--- src/hdl/aal_pkg.sv ---
// shared types, constants and helpers for the antialiased line rasterizer
package aal_pkg;

  // default coordinate width
  localparam int COORD_BITS_DEF = 16;
  // fraction bits of the error accumulator and step
  localparam int FRAC_BITS = 16;
  // width of one coverage weight
  localparam int WEIGHT_BITS = 8;
  // largest number of weight bits taken from the accumulator
  localparam int MAX_INTENSITY = 8;

  // configuration register indexes
  localparam int CFG_IDX_BITS = 1;
  localparam logic [CFG_IDX_BITS-1:0] REG_INTENSITY = 1'd0;
  localparam logic [CFG_IDX_BITS-1:0] REG_CMASK     = 1'd1;
  localparam int CFG_DATA_BITS = 8;

  // item function codes
  localparam logic FUNC_START = 1'b0;
  localparam logic FUNC_STEP  = 1'b1;

  // line flag bit positions
  localparam int FL_ACTIVE = 0;
  localparam int FL_XPOS   = 1;
  localparam int FL_XMAJOR = 2;
  localparam int FL_AA     = 3;

  // input item
  typedef struct packed {
    logic               func;
    logic signed [15:0] start_x;
    logic signed [15:0] start_y;
    logic signed [15:0] end_x_in;
    logic signed [15:0] end_y_in;
  } item_t;

  // result item
  typedef struct packed {
    logic signed [15:0] pixel_x;
    logic signed [15:0] pixel_y;
    logic [7:0]         coverage_weight;
    logic               line_done;
  } pixel_t;

  // top bits of the accumulator, with the bit count clamped to 1..8
  function automatic logic [WEIGHT_BITS-1:0] coverage(input logic [FRAC_BITS-1:0] acc,
                                                      input logic [3:0] bits);
    logic [3:0]           b;
    logic [4:0]           sh;
    logic [FRAC_BITS-1:0] s;
    b = bits;
    if (b == 4'd0) begin
      b = 4'd1;
    end else if (b > 4'(MAX_INTENSITY)) begin
      b = 4'(MAX_INTENSITY);
    end
    sh = 5'(FRAC_BITS) - {1'b0, b};
    s = acc >> sh;
    return s[WEIGHT_BITS-1:0];
  endfunction

endpackage

--- src/hdl/aal_div.sv ---
// bit-serial restoring divider for the fractional error step
module aal_div #(
  parameter int COORD_BITS = aal_pkg::COORD_BITS_DEF
) (
  input  logic                       clk,
  input  logic                       rst,
  input  logic                       start,
  input  logic [COORD_BITS-1:0]      numer,
  input  logic [COORD_BITS-1:0]      denom,
  output logic                       done,
  output logic [aal_pkg::FRAC_BITS-1:0] quot
);
  import aal_pkg::*;

  localparam int CNT_BITS = $clog2(FRAC_BITS + 1);

  logic                  busy;
  logic [CNT_BITS-1:0]   cnt;
  logic [COORD_BITS-1:0] rem;
  logic [COORD_BITS-1:0] den;
  logic [COORD_BITS:0]   rem_sh;
  logic [COORD_BITS:0]   rem_diff;
  logic                  fits;

  // one quotient bit per cycle
  always_comb begin
    rem_sh   = {rem, 1'b0};
    rem_diff = rem_sh - {1'b0, den};
    fits     = rem_sh >= {1'b0, den};
  end

  // control
  always_ff @(posedge clk) begin
    if (rst) begin
      busy <= 1'b0;
      done <= 1'b0;
      cnt  <= '0;
    end else begin
      done <= 1'b0;
      if (start) begin
        busy <= 1'b1;
        cnt  <= CNT_BITS'(FRAC_BITS);
      end else if (busy) begin
        cnt <= cnt - CNT_BITS'(1);
        if (cnt == CNT_BITS'(1)) begin
          busy <= 1'b0;
          done <= 1'b1;
        end
      end
    end
  end

  // datapath
  always_ff @(posedge clk) begin
    if (start) begin
      rem  <= numer;
      den  <= denom;
      quot <= '0;
    end else if (busy) begin
      rem  <= fits ? rem_diff[COORD_BITS-1:0] : rem_sh[COORD_BITS-1:0];
      quot <= {quot[FRAC_BITS-2:0], fits};
    end
  end

endmodule

--- src/hdl/aal_core.sv ---
// line setup, walk sequencer and output register
module aal_core #(
  parameter int COORD_BITS = aal_pkg::COORD_BITS_DEF
) (
  input  logic                          clk,
  input  logic                          rst,
  input  logic                          item_valid,
  output logic                          item_stall,
  input  aal_pkg::item_t                item,
  output logic                          pixel_valid,
  input  logic                          pixel_stall,
  output aal_pkg::pixel_t               pixel,
  input  logic [3:0]                    intensity_bits,
  input  logic [7:0]                    complement_mask,
  output logic                          div_start,
  output logic [COORD_BITS-1:0]         div_numer,
  output logic [COORD_BITS-1:0]         div_denom,
  input  logic                          div_done,
  input  logic [aal_pkg::FRAC_BITS-1:0] div_quot
);
  import aal_pkg::*;

  localparam int CB = COORD_BITS;

  localparam logic [3:0] S_IDLE  = 4'd0;
  localparam logic [3:0] S_LOAD  = 4'd1;
  localparam logic [3:0] S_CLASS = 4'd2;
  localparam logic [3:0] S_DIV   = 4'd3;
  localparam logic [3:0] S_FIRST = 4'd4;
  localparam logic [3:0] S_RUN   = 4'd5;
  localparam logic [3:0] S_LAST  = 4'd6;
  localparam logic [3:0] S_AA1   = 4'd7;
  localparam logic [3:0] S_AA2   = 4'd8;

  logic [3:0]           state;
  logic [CB-1:0]        cur_x, cur_y, stop_x, stop_y;
  logic [FRAC_BITS-1:0] error_accum, error_step;
  logic [CB:0]          steps_left;
  logic [3:0]           line_flags;
  logic signed [CB:0]   dx, dy;

  // sign-extend a wrapped coordinate to the port width
  function automatic logic [15:0] to_port(input logic [CB-1:0] v);
    logic signed [CB-1:0] s;
    s = v;
    return 16'(s);
  endfunction

  // one position step along x in the line's x direction
  function automatic logic [CB-1:0] step_x(input logic [CB-1:0] v, input logic xpos);
    return xpos ? v + CB'(1) : v - CB'(1);
  endfunction

  logic out_free;
  logic load;
  pixel_t load_data;

  assign out_free   = !pixel_valid || !pixel_stall;
  assign item_stall = (state != S_IDLE);

  // endpoint swap and deltas
  logic          swap;
  logic [CB-1:0] sx0, sy0, sx1, sy1;
  always_comb begin
    swap = $signed(cur_y) > $signed(stop_y);
    sx0  = swap ? stop_x : cur_x;
    sy0  = swap ? stop_y : cur_y;
    sx1  = swap ? cur_x : stop_x;
    sy1  = swap ? cur_y : stop_y;
  end

  // line classification
  logic [CB-1:0] adx, ady, major, minor;
  logic          is_run, xmaj;
  logic [CB:0]   class_steps;
  always_comb begin
    adx    = dx[CB] ? CB'(-dx) : dx[CB-1:0];
    ady    = dy[CB-1:0];
    xmaj   = adx > ady;
    major  = xmaj ? adx : ady;
    minor  = xmaj ? ady : adx;
    is_run = (ady == '0) || (adx == '0) || (adx == ady);
    if (is_run) begin
      class_steps = (major == '0) ? '0 : {1'b0, major - CB'(1)};
    end else begin
      class_steps = {1'b0, major};
    end
  end

  assign div_start = (state == S_CLASS) && !is_run;
  assign div_numer = minor;
  assign div_denom = major;

  // walk arithmetic
  logic [FRAC_BITS-1:0] acc_n;
  logic                 adv;
  logic [CB-1:0]        run_x, run_y, aa_x, aa_y;
  logic [CB:0]          steps_dec;
  logic [7:0]           w_new, w_cur;
  always_comb begin
    acc_n     = error_accum + error_step;
    adv       = acc_n <= error_accum;
    steps_dec = steps_left - (CB+1)'(1);
    run_x     = (cur_x != stop_x) ? step_x(cur_x, line_flags[FL_XPOS]) : cur_x;
    run_y     = (cur_y != stop_y) ? cur_y + CB'(1) : cur_y;
    if (line_flags[FL_XMAJOR]) begin
      aa_x = step_x(cur_x, line_flags[FL_XPOS]);
      aa_y = adv ? cur_y + CB'(1) : cur_y;
    end else begin
      aa_x = adv ? step_x(cur_x, line_flags[FL_XPOS]) : cur_x;
      aa_y = cur_y + CB'(1);
    end
    w_new = coverage(acc_n, intensity_bits);
    w_cur = coverage(error_accum, intensity_bits);
  end

  // pixel to load into the output register
  always_comb begin
    load      = 1'b0;
    load_data = '0;
    case (state)
      S_FIRST: begin
        load      = out_free;
        load_data = '{to_port(cur_x), to_port(cur_y), 8'd0, steps_left == '0};
      end
      S_RUN: begin
        load      = out_free;
        load_data = '{to_port(run_x), to_port(run_y), 8'd0, steps_dec == '0};
      end
      S_LAST: begin
        load      = out_free;
        load_data = '{to_port(stop_x), to_port(stop_y), 8'd0, 1'b1};
      end
      S_AA1: begin
        load      = out_free;
        load_data = '{to_port(aa_x), to_port(aa_y), w_new, 1'b0};
      end
      S_AA2: begin
        load = out_free;
        if (line_flags[FL_XMAJOR]) begin
          load_data = '{to_port(cur_x), to_port(cur_y + CB'(1)),
                        w_cur ^ complement_mask, 1'b0};
        end else begin
          load_data = '{to_port(step_x(cur_x, line_flags[FL_XPOS])), to_port(cur_y),
                        w_cur ^ complement_mask, 1'b0};
        end
      end
      default: begin
        load      = 1'b0;
        load_data = '0;
      end
    endcase
  end

  // output register
  always_ff @(posedge clk) begin
    if (rst) begin
      pixel_valid <= 1'b0;
    end else if (load) begin
      pixel_valid <= 1'b1;
    end else if (!pixel_stall) begin
      pixel_valid <= 1'b0;
    end
  end

  always_ff @(posedge clk) begin
    if (load) begin
      pixel <= load_data;
    end
  end

  // sequencer and line state
  always_ff @(posedge clk) begin
    if (rst) begin
      state       <= S_IDLE;
      cur_x       <= '0;
      cur_y       <= '0;
      stop_x      <= '0;
      stop_y      <= '0;
      error_accum <= '0;
      error_step  <= '0;
      steps_left  <= '0;
      line_flags  <= '0;
      dx          <= '0;
      dy          <= '0;
    end else begin
      case (state)
        S_IDLE: begin
          if (item_valid) begin
            if (item.func == FUNC_START) begin
              cur_x  <= item.start_x[CB-1:0];
              cur_y  <= item.start_y[CB-1:0];
              stop_x <= item.end_x_in[CB-1:0];
              stop_y <= item.end_y_in[CB-1:0];
              state  <= S_LOAD;
            end else if (!line_flags[FL_ACTIVE] || steps_left == '0) begin
              line_flags <= '0;
            end else if (!line_flags[FL_AA]) begin
              state <= S_RUN;
            end else if (steps_left == (CB+1)'(1)) begin
              state <= S_LAST;
            end else begin
              state <= S_AA1;
            end
          end
        end
        S_LOAD: begin
          cur_x  <= sx0;
          cur_y  <= sy0;
          stop_x <= sx1;
          stop_y <= sy1;
          dx     <= {sx1[CB-1], sx1} - {sx0[CB-1], sx0};
          dy     <= {sy1[CB-1], sy1} - {sy0[CB-1], sy0};
          state  <= S_CLASS;
        end
        S_CLASS: begin
          error_accum <= '0;
          error_step  <= '0;
          steps_left  <= class_steps;
          if (class_steps == '0) begin
            line_flags <= '0;
          end else begin
            line_flags[FL_ACTIVE] <= 1'b1;
            line_flags[FL_XPOS]   <= !dx[CB];
            line_flags[FL_XMAJOR] <= !is_run && xmaj;
            line_flags[FL_AA]     <= !is_run;
          end
          state <= is_run ? S_FIRST : S_DIV;
        end
        S_DIV: begin
          if (div_done) begin
            error_step <= div_quot;
            state      <= S_FIRST;
          end
        end
        S_FIRST: begin
          if (out_free) begin
            state <= S_IDLE;
          end
        end
        S_RUN: begin
          if (out_free) begin
            cur_x      <= run_x;
            cur_y      <= run_y;
            steps_left <= steps_dec;
            if (steps_dec == '0) begin
              line_flags <= '0;
            end
            state <= S_IDLE;
          end
        end
        S_LAST: begin
          if (out_free) begin
            steps_left <= '0;
            line_flags <= '0;
            state      <= S_IDLE;
          end
        end
        S_AA1: begin
          if (out_free) begin
            error_accum <= acc_n;
            cur_x       <= aa_x;
            cur_y       <= aa_y;
            steps_left  <= steps_dec;
            state       <= S_AA2;
          end
        end
        S_AA2: begin
          if (out_free) begin
            state <= S_IDLE;
          end
        end
        default: begin
          state <= S_IDLE;
        end
      endcase
    end
  end

  // the output register is never overwritten while a pixel waits
  a_no_overwrite: assert property (@(posedge clk) disable iff (rst)
    load |-> (!pixel_valid || !pixel_stall))
    else $error("output pixel overwritten while stalled");

  // the final pixel of a line leaves the line inactive
  a_done_clears: assert property (@(posedge clk) disable iff (rst)
    (load && load_data.line_done) |=> !line_flags[FL_ACTIVE])
    else $error("line still active after its final pixel");

  // an active line always has steps to come between items
  a_active_steps: assert property (@(posedge clk) disable iff (rst)
    (state == S_IDLE && line_flags[FL_ACTIVE]) |-> (steps_left != '0))
    else $error("active line with no steps left");

  // the divider only finishes while the sequencer waits for it
  a_div_done: assert property (@(posedge clk) disable iff (rst)
    div_done |-> (state == S_DIV))
    else $error("divider finished outside the division wait");

endmodule

--- src/hdl/antialiased_line_rasterizer_top.sv ---
// top level of the antialiased line rasterizer: configuration registers and unit wiring
//
// Antialiased line rasterizer, pixel generation only. A start item (func 0) loads two
// endpoints and returns the one with the smaller y at a coverage weight of zero; a step
// item (func 1) returns one pixel for horizontal, vertical and diagonal runs and for the
// end point, or two pixels that straddle the line for a general line. One item is in
// work at a time and the input is stalled meanwhile; the output register lets the next
// item be taken while a result still waits. A start item passes through load and
// classification, and for a general line waits on the bit-serial divider that forms the
// 16-bit error step one quotient bit per cycle, before its pixel is loaded. A step item
// that gives a pair sends its pixels one after the other through the single output
// register, which holds one pixel at a time. Output stalls hold the sequencer.
module antialiased_line_rasterizer_top #(
  parameter int COORD_BITS = aal_pkg::COORD_BITS_DEF
) (
  input  logic                               clk,
  input  logic                               rst,
  input  logic                               item_valid,
  output logic                               item_stall,
  input  aal_pkg::item_t                     item,
  output logic                               pixel_valid,
  input  logic                               pixel_stall,
  output aal_pkg::pixel_t                    pixel,
  input  logic                               cfg_valid,
  output logic                               cfg_ready,
  input  logic [aal_pkg::CFG_IDX_BITS-1:0]   cfg_index,
  input  logic [aal_pkg::CFG_DATA_BITS-1:0]  cfg_data
);
  import aal_pkg::*;

  logic [3:0]           intensity_bits;
  logic [7:0]           complement_mask;
  logic                 div_start;
  logic                 div_done;
  logic [COORD_BITS-1:0] div_numer;
  logic [COORD_BITS-1:0] div_denom;
  logic [FRAC_BITS-1:0] div_quot;

  // configuration writes are always taken
  assign cfg_ready = 1'b1;

  // configuration registers
  always_ff @(posedge clk) begin
    if (rst) begin
      intensity_bits  <= 4'd8;
      complement_mask <= 8'd254;
    end else if (cfg_valid && cfg_ready) begin
      case (cfg_index)
        REG_INTENSITY: intensity_bits  <= cfg_data[3:0];
        REG_CMASK:     complement_mask <= cfg_data[7:0];
        default: begin
          intensity_bits <= intensity_bits;
        end
      endcase
    end
  end

  // error step divider
  aal_div #(
    .COORD_BITS(COORD_BITS)
  ) u_div (
    .clk   (clk),
    .rst   (rst),
    .start (div_start),
    .numer (div_numer),
    .denom (div_denom),
    .done  (div_done),
    .quot  (div_quot)
  );

  // sequencer and walk
  aal_core #(
    .COORD_BITS(COORD_BITS)
  ) u_core (
    .clk             (clk),
    .rst             (rst),
    .item_valid      (item_valid),
    .item_stall      (item_stall),
    .item            (item),
    .pixel_valid     (pixel_valid),
    .pixel_stall     (pixel_stall),
    .pixel           (pixel),
    .intensity_bits  (intensity_bits),
    .complement_mask (complement_mask),
    .div_start       (div_start),
    .div_numer       (div_numer),
    .div_denom       (div_denom),
    .div_done        (div_done),
    .div_quot        (div_quot)
  );

endmodule
--- config.mk ---
export PLATFORM = sky130hd
export DESIGN_NAME = antialiased_line_rasterizer_top
export DESIGN_NICKNAME = d
export VERILOG_FILES = /design/src/hdl/aal_pkg.sv /design/src/hdl/aal_div.sv /design/src/hdl/aal_core.sv /design/src/hdl/antialiased_line_rasterizer_top.sv
export SDC_FILE = /design/constraint.sdc
export NUM_CORES = 1
export LEC_CHECK = 0
export BUFFER_PORTS_ARGS = -buffer_cell sky130_fd_sc_hd__buf_2
export CAP_MARGIN = 20
export CORE_ASPECT_RATIO = 0.7
export CORE_UTILIZATION = 30
export DETAILED_ROUTE_END_ITERATION = 7
export GPL_TIMING_DRIVEN = 0
export PLACE_DENSITY = 0.42
export SLEW_MARGIN = 40
export SYNTH_ARGS = -nofsm -noshare
export SYNTH_HDL_FRONTEND = slang
export SYNTH_SLANG_ARGS = --single-unit
--- constraint.sdc ---
create_clock -name clk -period 6.8 [get_ports clk]
set_input_delay 0.34 -clock clk [delete_from_list [all_inputs] [get_ports clk]]
set_output_delay 0.34 -clock clk [all_outputs]
set_load 0.1 [all_outputs]
# After elaboration in Yosys (flattened, before gate mapping)
# Index checks and enable logic that the tools add are counted.
# Widths: inputs -> output; s select.
# word_totals
wordCells	186
output_inout_bits	44
n_memories	0
regBits	263
mem_bits_rw	0
latch_bits	0
romBits	0
# classes
n_reduce_logical	41
n_div	0
magnitude_cmp	5
addsub	12
n_bitwise	3
eq_ne	26
mul	0
shifts	2
muxes	72
# op_table
operator	count
$mux 16	32
$pmux 41 s5	1
$pmux 16 s2	4
$pmux 16 s4	2
$mux 4	15
$logic_not 17->1	3
$mux 17	3
$pmux 17 s3	1
$logic_not 16->1	3
$mux 41	1
$add 16x1->16 const B	2
$gt 16x16->1	2
$ne 16x16->1	2
$shr 16x5->8	2
$sub 16x1->16 const B	2
$sub 16x16->16	2
$pmux 4 s6	1
$eq 17x1->1 const B	1
$ge 17x16->1	1
$sub 16x16->17	1
$sub 17x1->17 const B	1
$add 16x16->16	1
$eq 16x16->1	1
$eq 4x3->1 const B	4
other kinds (33)	73

# Depth between registers and ports, before layout
# Gate-level depths: netlist of run 1.
# depth
ltp_word	10
mapped_depth	26

# By module
# A second synthesis of run 1 with hierarchy kept.
# hier_totals
hier_cells	2579
hier_area_um2	19899.1
# by_module_without_submodules
mod	n_inst	seq_area_each_um2	area_per_inst_um2	cells_per_inst
aal_core	1	4334.2	16343.2	2240
aal_div	1	1421.4	3046.7	291
antialiased_line_rasterizer_top	1	240.2	509.2	48

# Worst setup path before layout of run 1
# OpenSTA, ideal clock, no wires.
# synth_timing
kind	reg-to-reg
from	register u_core.dx[0]
to	register u_core.line_flags[1]
synth_period_minus_slack_ns	5.967
setup_slack_ns	0.833
required_ns	6.671
setup_ns	0.129
t_arrival_ns	5.838
path_buffers	5
path_stages_with_launch	24
path_cell_list	dfxtp_1 inv_1 ha_1 or3b_1 buf_2 or4b_4 buf_6 o31ai_1 xnor2_1 ha_1 nand4_1 nor4_1 clkbuf_1 nor2_1 clkbuf_1 clkbuf_1 a21oi_1 ha_1 o2111ai_4 o31a_1 nor4_2 o2111ai_1 nor4_4 o31ai_1
# synth_via
elab_chain_len	10
elab_cells_between_ends	15
cone_classes	2 x add/sub; 1 x order compare; 1 x eq/ne; 6 x mux; 5 x reduce/logical
# synth_rtl
element	line_no	text
start, declared	aal_core.sv:40	logic signed [CB:0] dx, dy;
start signal, assigned	aal_core.sv:212	dx <= {sx1[CB-1], sx1} - {sx0[CB-1], sx0};
$neg 16->16	aal_core.sv:77	adx = dx[CB] ? CB'(-dx) : dx[CB-1:0];
$mux 16 (*)	aal_core.sv:77	
$gt 16x16->1	aal_core.sv:79	xmaj = adx > ady;
$mux 16	aal_core.sv:80	major = xmaj ? adx : ady;
$sub 16x1->16 / $logic_not 16->1 (equally long branches)	aal_core.sv:84	class_steps = (major == '0) ? '0 : {1'b0, major - CB'(1)};
$mux 16	aal_core.sv:84	
$mux 17 (*)	aal_core.sv:83	if (is_run) begin
$logic_not 17->1 (*)	aal_core.sv:220	if (class_steps == '0) begin
$mux 4 (*)	aal_core.sv:220	
$pmux 4 s4 (*)	aal_core.sv:187	case (state)
end signal, assigned by index	aal_core.sv:224	line_flags[FL_XPOS] <= !dx[CB];
end signal, assigned by index	aal_core.sv:225	line_flags[FL_XMAJOR] <= !is_run && xmaj;
end signal, assigned by index	aal_core.sv:226	line_flags[FL_AA] <= !is_run;
end, declared	aal_core.sv:39	logic [3:0] line_flags;
# Every way passes the cells marked *; elsewhere a longest branch is shown, timed or not.
# A chain may end at the register's enable or synchronous reset.

# Worst setup path in the final report of run 1
# layout_timing
from	register u_core.stop_y[11]
to	register u_core.dx[12]
# layout_via
elab_chain_len	3
elab_cells_between_ends	4
cone_classes	1 x add/sub; 1 x order compare; 2 x mux
# layout_rtl
element	line_no	text
start, declared	aal_core.sv:36	logic [CB-1:0] cur_x, cur_y, stop_x, stop_y;
start signal, assigned	aal_core.sv:194	stop_y <= item.end_y_in[CB-1:0];
start signal, assigned	aal_core.sv:211	stop_y <= sy1;
$gt 16x16->1 (*)	aal_core.sv:65	swap = $signed(cur_y) > $signed(stop_y);
$mux 16, on equally long branches	aal_core.sv:68, aal_core.sv:66	
$sub 16x16->17 (*)	aal_core.sv:212	
# Marked as above.

==> reports/qor.yml, run 1 <==
htreeDepth: 2
multi_input_area_um2: 13400
worst_pin_slew_ps: 969
crit_type: "flip-flop to flip-flop"
fin_cells: 3843
drive_gt1_share_pct: 10.4
viasPerCell: 5.77
clock_latency_ps: 570
fp.coreArea_um2: 66900
rows: 79
dpl.hpwl_um: 71000
cts_tree: "done"
antenna_cells: 0
ys_types: 96
pin_count: 123
drt-pass1-iter-count: 6
overflow: 0
route.vias.total: 22200
area_growth_pct: 15.9
timing.hold.ws_ps: 33.3
timing.final.crit_period_ps: 6770
die_h_um: 220
clockBufferDepth: 3
numCtsBuffers: 35
die_w_um: 314
final_antenna_net_count: 0
worstSetupStartpointType: "flip-flop"
synth-seq-cells: 263
yosysSeqAreaShare_pct: 29.3
dp_cells: 3774
io_buffers: 119
drt-total-wl_um: 90600
synth_edf_count: 73
synth_area_um2: 20400
ys.flop_type: "dfxtp_1"
clk_pin_slew_worst_paths_ps: 70
skew_ps: 30.8
cp_data_required_time_ps: 7300
design.die.area_um2: 69200
route.detailed.drc: 0
root_buffer: "clkbuf_16"
finalSetupViolCount: 0
worstHoldPathType: "primary input to flip-flop"
outcome: "completed"
worstPathMaxFanout: 10
timing.fmax_mhz: 148
routedWlPerCell_um: 23.6
fin_nets: 3118
antenna_found_initial: 4
maxSlewViolCount: 0
grt_pass1_wl_um: 134000
layout.area.seq_um2: 6000
initialDrtViolationCount: 2235
finalHoldViolations: 0
start_util_pct: 30.5
avgSynthCellArea_um2: 7.43
fin_util_pct: 35.4
grt_pass1_vias: 20400
syn-num-nets: 2941
syn_inst: 2752
slew_headroom_pct: 35.3
max-cap-violations: 0
worst_ep_arrival_time_ps: 7270
cp-end-kind: "flip-flop"
yosys_warnings: 0
clock-sinks: 263
grt_use_total_pct: 25.6
rsz0062_at_grt: "no"
num-fill-cells: 7044
finalCritPeriodShare_pct: 99.6
gp_congestion: 0.951
grt_max_degree: 19
async_flop_share_pct: 0
[cell families after synthesis]
group	after synthesis	synth area share, %
xor gates and xnor gates	109	4.67
other	1	0.0183
buffers and inverters	333	6.33
AOI/OAI and AO/OA	814	25.5
and+or+nand+nor	1063	24.2
muxes	57	2.96
adders and majority gates	112	6.94
DFF	263	29.3
[registers in the layout, indices dropped and copies added (netlist names), named ones only]
signal / count
u_core.pixel: 41
u_core.dx: 17
u_core.steps_left: 17
u_core.cur_x: 16
u_core.cur_y: 16
u_core.dy: 16
u_core.error_accum: 16
u_core.error_step: 16
u_core.stop_x: 16
u_div.den: 16
u_div.quot: 16
u_div.rem: 16
u_core.stop_y: 15
complement_mask: 8
u_div.cnt: 5
intensity_bits: 4
u_core.line_flags: 4
u_core.state: 4
u_core.pixel_valid: 1
u_div.busy: 1
u_div.done: 1
[metrics by stage]
stage          instance area, um^2  TNS [ps]  setup WS [ps]
2_1_floorplan                20400         0            833
3_3_place_gp                 22200    -40630          -2370
3_5_place_dp                 22400    -16470          -1110
4_1_cts                      23600         0           26.1
5_1_grt                      23700         0           1.98
6_report                     23700         0           28.9
[metal layers]
| layer | track usage (%) | up-vias | part of all wire, % |
|---|---|---|---|
| li1 | - | 10300 | - |
| met1 | 41.0 | 10800 | 52 |
| met2 | 34.7 | 924 | 38 |
| met3 | 4.68 | 110 | 8.8 |
| met4 | 4.81 | 6 | 1.5 |
| met5 | 0 | - | 0.055 |
[repair_timing]
item | 4_1_cts | 5_1_grt
resized for setup | 22 | 21
endpoints found under the setup margin | 32 | 24
hold endpoints to repair | 2 | 0
hold buffers | 2 | 0
pin swaps | 2 | 4
buffers inserted | 2 | 3
[final cells by class]
cell class	instances	area share [%]
Tap cell	891	4.70
Clock buffer	46	4.04
Inverter	141	2.23
Sequential cell	263	25.3
Buffer	192	3.41
Multi-Input combinational cell	2156	56.5
Clock inverter	14	0.380
Timing Repair Buffer	140	3.42
[cell usage after synthesis, drive strengths merged, types with 8 or more instances]
| library cell | instances | area, um^2 |
|---|---|---|
| o22ai | 26 | 163 |
| nor4 | 28 | 203 |
| a31oi | 19 | 119 |
| o21bai | 10 | 75.1 |
| o211ai | 17 | 133 |
| and3 | 30 | 188 |
| xnor2 | 73 | 639 |
| nand2b | 32 | 200 |
| xor2 | 36 | 315 |
| dfxtp | 190 | 3800 |
| buf | 30 | 150 |
| a22oi | 29 | 218 |
| a221oi | 11 | 96.3 |
| a211oi | 37 | 295 |
| nor3 | 96 | 480 |
| mux2 | 8 | 90.1 |
| a221o | 8 | 80.1 |
| a21oi | 231 | 1160 |
| a21boi | 11 | 82.6 |
| a21o | 27 | 203 |
| a311oi | 22 | 193 |
| a222oi | 13 | 130 |
| or3 | 15 | 93.8 |
| nand3 | 115 | 576 |
| nand2 | 324 | 1220 |
| or2 | 10 | 62.6 |
| and2 | 18 | 113 |
| nor2 | 299 | 1120 |
| o21ai | 219 | 1100 |
| nor2b | 28 | 175 |
| mux2i | 47 | 470 |
| o2111ai | 16 | 158 |
| ha | 107 | 1340 |
| o31ai | 27 | 203 |
| edfxtp | 73 | 2190 |
| or4 | 15 | 116 |
| o21a | 13 | 97.6 |
| clkbuf | 161 | 606 |
| inv | 141 | 529 |
| nand4 | 26 | 163 |
[worst paths after layout]
check	to	cells past startpoint	startpoint	slack, ps
setup / recovery	u_core.dx[12]$_SDFFE_PP0P_	24	u_core.stop_y[11]$_SDFFE_PP0P_	30
hold / removal	complement_mask[1]$_SDFFE_PP1P_	3	cfg_data[1]	30
setup reg to reg	u_core.dx[12]$_SDFFE_PP0P_	24	u_core.stop_y[11]$_SDFFE_PP0P_	30
hold reg to reg	u_core.error_step[4]$_SDFFE_PP0P_	2	u_core.error_step[4]$_SDFFE_PP0P_	460
[cell usage in the layout (no fill, tap or decap), drive strengths merged, types with 17 or more instances in the layout]
master  synthesis  layout
nor3           96      96
edfxtp         73      73
mux2i          47      47
o211ai         17      17
buf            30     169
nor2          299     299
clkbuf        161     206
nand2         324     324
and3           30      30
a21o           27      27
a22oi          29      29
nand2b         32      32
and2           18      18
a21oi         231     231
a31oi          19      19
inv           141     144
a311oi         22      22
nand4          26      26
ha            107     107
dfxtp         190     190
xnor2          73      73
xor2           36      36
o22ai          26      26
nor2b          28      28
a211oi         37      37
nand3         115     115
nor4           28      28
o31ai          27      27
o21ai         219     219
[critical path: stages (launching register included)]
cell	delay, ps
dfxtp_1	470
inv_1	110
ha_1	290
clkbuf_1	210
nand4_1	300
nor2_1	80
a221o_1	510
or4_1	540
buf_2	260
nand2_4	200
clkbuf_4	300
clkbuf_4	360
clkbuf_4	330
nand2_1	110
o22a_1	230
ha_1	240
nor4_2	390
o41ai_2	180
a2111oi_0	480
o21ai_0	180
nand4_1	120
buf_4	170
nor4_2	70
or4_1	490
nand3_1	70
Power of run 1 is not shown: default switching activity piles up to over one toggle a cycle in this logic, so the estimate is an artifact.
==> run 2, diff against run 1 <==
- ABC_AREA: unset -> 1
==> run 2 against run 1 <==
Effect of this change:
- worst setup slack gained 760 ps
- maximum frequency grew 13%
- via count grew 0.48%
- core utilization shrank 0.38 points
- register-to-register slack gained 760 ps
- cell area shrank 0.91%
- sequential share of layout area grew 0.23 points
- synthesized cell count grew 14%
- critical path depth grew 8
- clock skew shrank 17 ps
- non-clock buffer count shrank 72
- first-iteration DRC count shrank 11%
- critical endpoint is now u_core.pixel[17]$_DFFE_PP_
- highest routed layer is now met4
==> reports/qor.yml, run 2 <==
yosys_warnings: 0
worstSetupStartpointType: "flip-flop"
mostFrequentLayoutCell: "nand2_1"
async_flop_share_pct: 0
synth.area.top_cells: "dfxtp_1 19%, nand2_1 14%, edfxtp_1 11%, o21ai_0 7.7%, a21oi_1 7.0%"
final_cell_mix: "755 x nand2_1, 358 x inv_1, 314 x o21ai_0, 285 x a21oi_1, 250 x nor2_1"
synth_most_common_cell: "nand2_1"
dp_cells: 4147
cp_data_required_time_ps: 7090
worstPathMaxFanout: 10
htreeDepth: 2
multi_input_area_um2: 12500
die_w_um: 315
final_antenna_net_count: 0
design.die.area_um2: 69400
route.vias.total: 22300
root_buffer: "clkbuf_16"
fin_util_pct: 35.0
die_h_um: 221
ctsHoldBuffers: 8
drt-pass1-iter-count: 6
syn-num-nets: 3323
outcome: "completed"
dpl.hpwl_um: 70700
io_buffers: 120
post-cts-setup-buffers: 0
ctsResizeCount: 0
grt_pass1_vias: 21000
routedWlPerCell_um: 20.9
clockBufferDepth: 3
rsz0062_at_grt: "no"
synth-seq-cells: 263
cp_common_cell: "nand2_1"
fin_nets: 3490
synth_area_um2: 20500
fp.coreArea_um2: 67000
grt_pass1_wl_um: 131000
slew_headroom_pct: 40.1
cts_tree: "done"
ys_types: 65
synthTopCellsByCount: "756 x nand2_1, 358 x inv_1, 314 x o21ai_0"
initialDrtViolationCount: 1991
skew_ps: 13.6
finalCritPeriodShare_pct: 88.4
area_growth_pct: 14.5
route.detailed.drc: 0
gp_congestion: 0.933
rows: 79
ys.flop_type: "dfxtp_1"
numCtsBuffers: 35
pin_count: 123
finalHoldViolations: 0
crit_type: "flip-flop to flip-flop"
grt_max_degree: 26
antenna_found_initial: 1
critPathSlowestCell: "nor2_1"
drt-total-wl_um: 88200
reg_top3: "u_core.pixel x41, u_core.dx x17, u_core.steps_left x17"
clock_latency_ps: 590
max-cap-violations: 0
synth_edf_count: 73
clk_pin_slew_worst_paths_ps: 60
worst_ep_arrival_time_ps: 6310
yosysTopAreaCell: "dfxtp_1"
finalSetupViolCount: 0
clock-sinks: 263
viasPerCell: 5.28
grt_use_total_pct: 25.1
avgSynthCellArea_um2: 6.54
yosysSeqAreaShare_pct: 29.2
synth_top_cell_area_share_pct: 18.5
slowest_delay_ps: 500
worst_pin_slew_ps: 895
fin_tns_setup_ps: 0
regMostFlops: "u_core.pixel"
largest_register_ffs: 41
timing.final.crit_period_ps: 6010
drive_gt1_share_pct: 9.25
fin_cells: 4221
num-fill-cells: 7357
timing.hold.ws_ps: 38.2
maxSlewViolCount: 0
cp-end-kind: "flip-flop"
worstHoldPathType: "primary input to flip-flop"
overflow: 0
timing.fmax_mhz: 166
syn_inst: 3134
start_util_pct: 30.6
layout.area.seq_um2: 6000
## run 2: cell families (layout without fill, tap and decap cells)
kind of cell,Yosys count,after routing,synth area share [%]
other,1,3,0.0183
adders and majority gates,110,110,6.82
buffers and inverters,506,700,9.84
AOI/OAI and AO/OA,822,822,22.5
and+or+nand+nor,1353,1353,28.2
DFF,263,263,29.2
xor gates and xnor gates,79,79,3.37
## run 2: final cells by class
cell class                      count  area share [%]
Multi-Input combinational cell   2365            53.3
Sequential cell                   263            25.5
Inverter                          376            6.01
Tap cell                          891            4.75
Clock buffer                       48            4.07
Timing Repair Buffer              130            3.08
Buffer                            130            2.65
Clock inverter                     16           0.597
Antenna cell                        2          0.0213
## run 2: worst paths after layout
kind / cells after the start / from / slack [ps] / to
min: 3 / item[54] / 40 / u_core.cur_x[6]$_SDFFE_PP0P_
max: 32 / u_core.error_step[0]$_SDFFE_PP0P_ / 790 / u_core.pixel[17]$_DFFE_PP_
min reg2reg: 2 / u_div.cnt[2]$_SDFFE_PP0P_ / 480 / u_div.cnt[2]$_SDFFE_PP0P_
max reg2reg: 32 / u_core.error_step[0]$_SDFFE_PP0P_ / 790 / u_core.pixel[17]$_DFFE_PP_
## run 2: worst max-delay path: cells and delay by family, from the launching register on
family	cells	cell delay, ps
simple gates	17	2140
compound gates	7	1430
fa+ha+maj	3	940
buf+inv	5	870
flops	1	340
## run 2: metal layers
metal  GRT usage [%]  routed length [um]  part of all wire [%]  up-vias
met5               0                   0                     0        -
met4            6.47                1910                   2.2        0
met3            3.20                5650                   6.4       89
met2            38.0               36900                    42      702
li1                -                   -                     -    10900
met1            37.0               43700                    50    10600
## run 2: per-stage QoR
step	cell area [um^2]	setup WS, ps
after detailed placement	22300	887
after global routing	23500	210
after global placement	22200	923
final	23500	786
after floorplan	20500	2450
after CTS	23500	846
Power of run 2 is left out for the same reason.
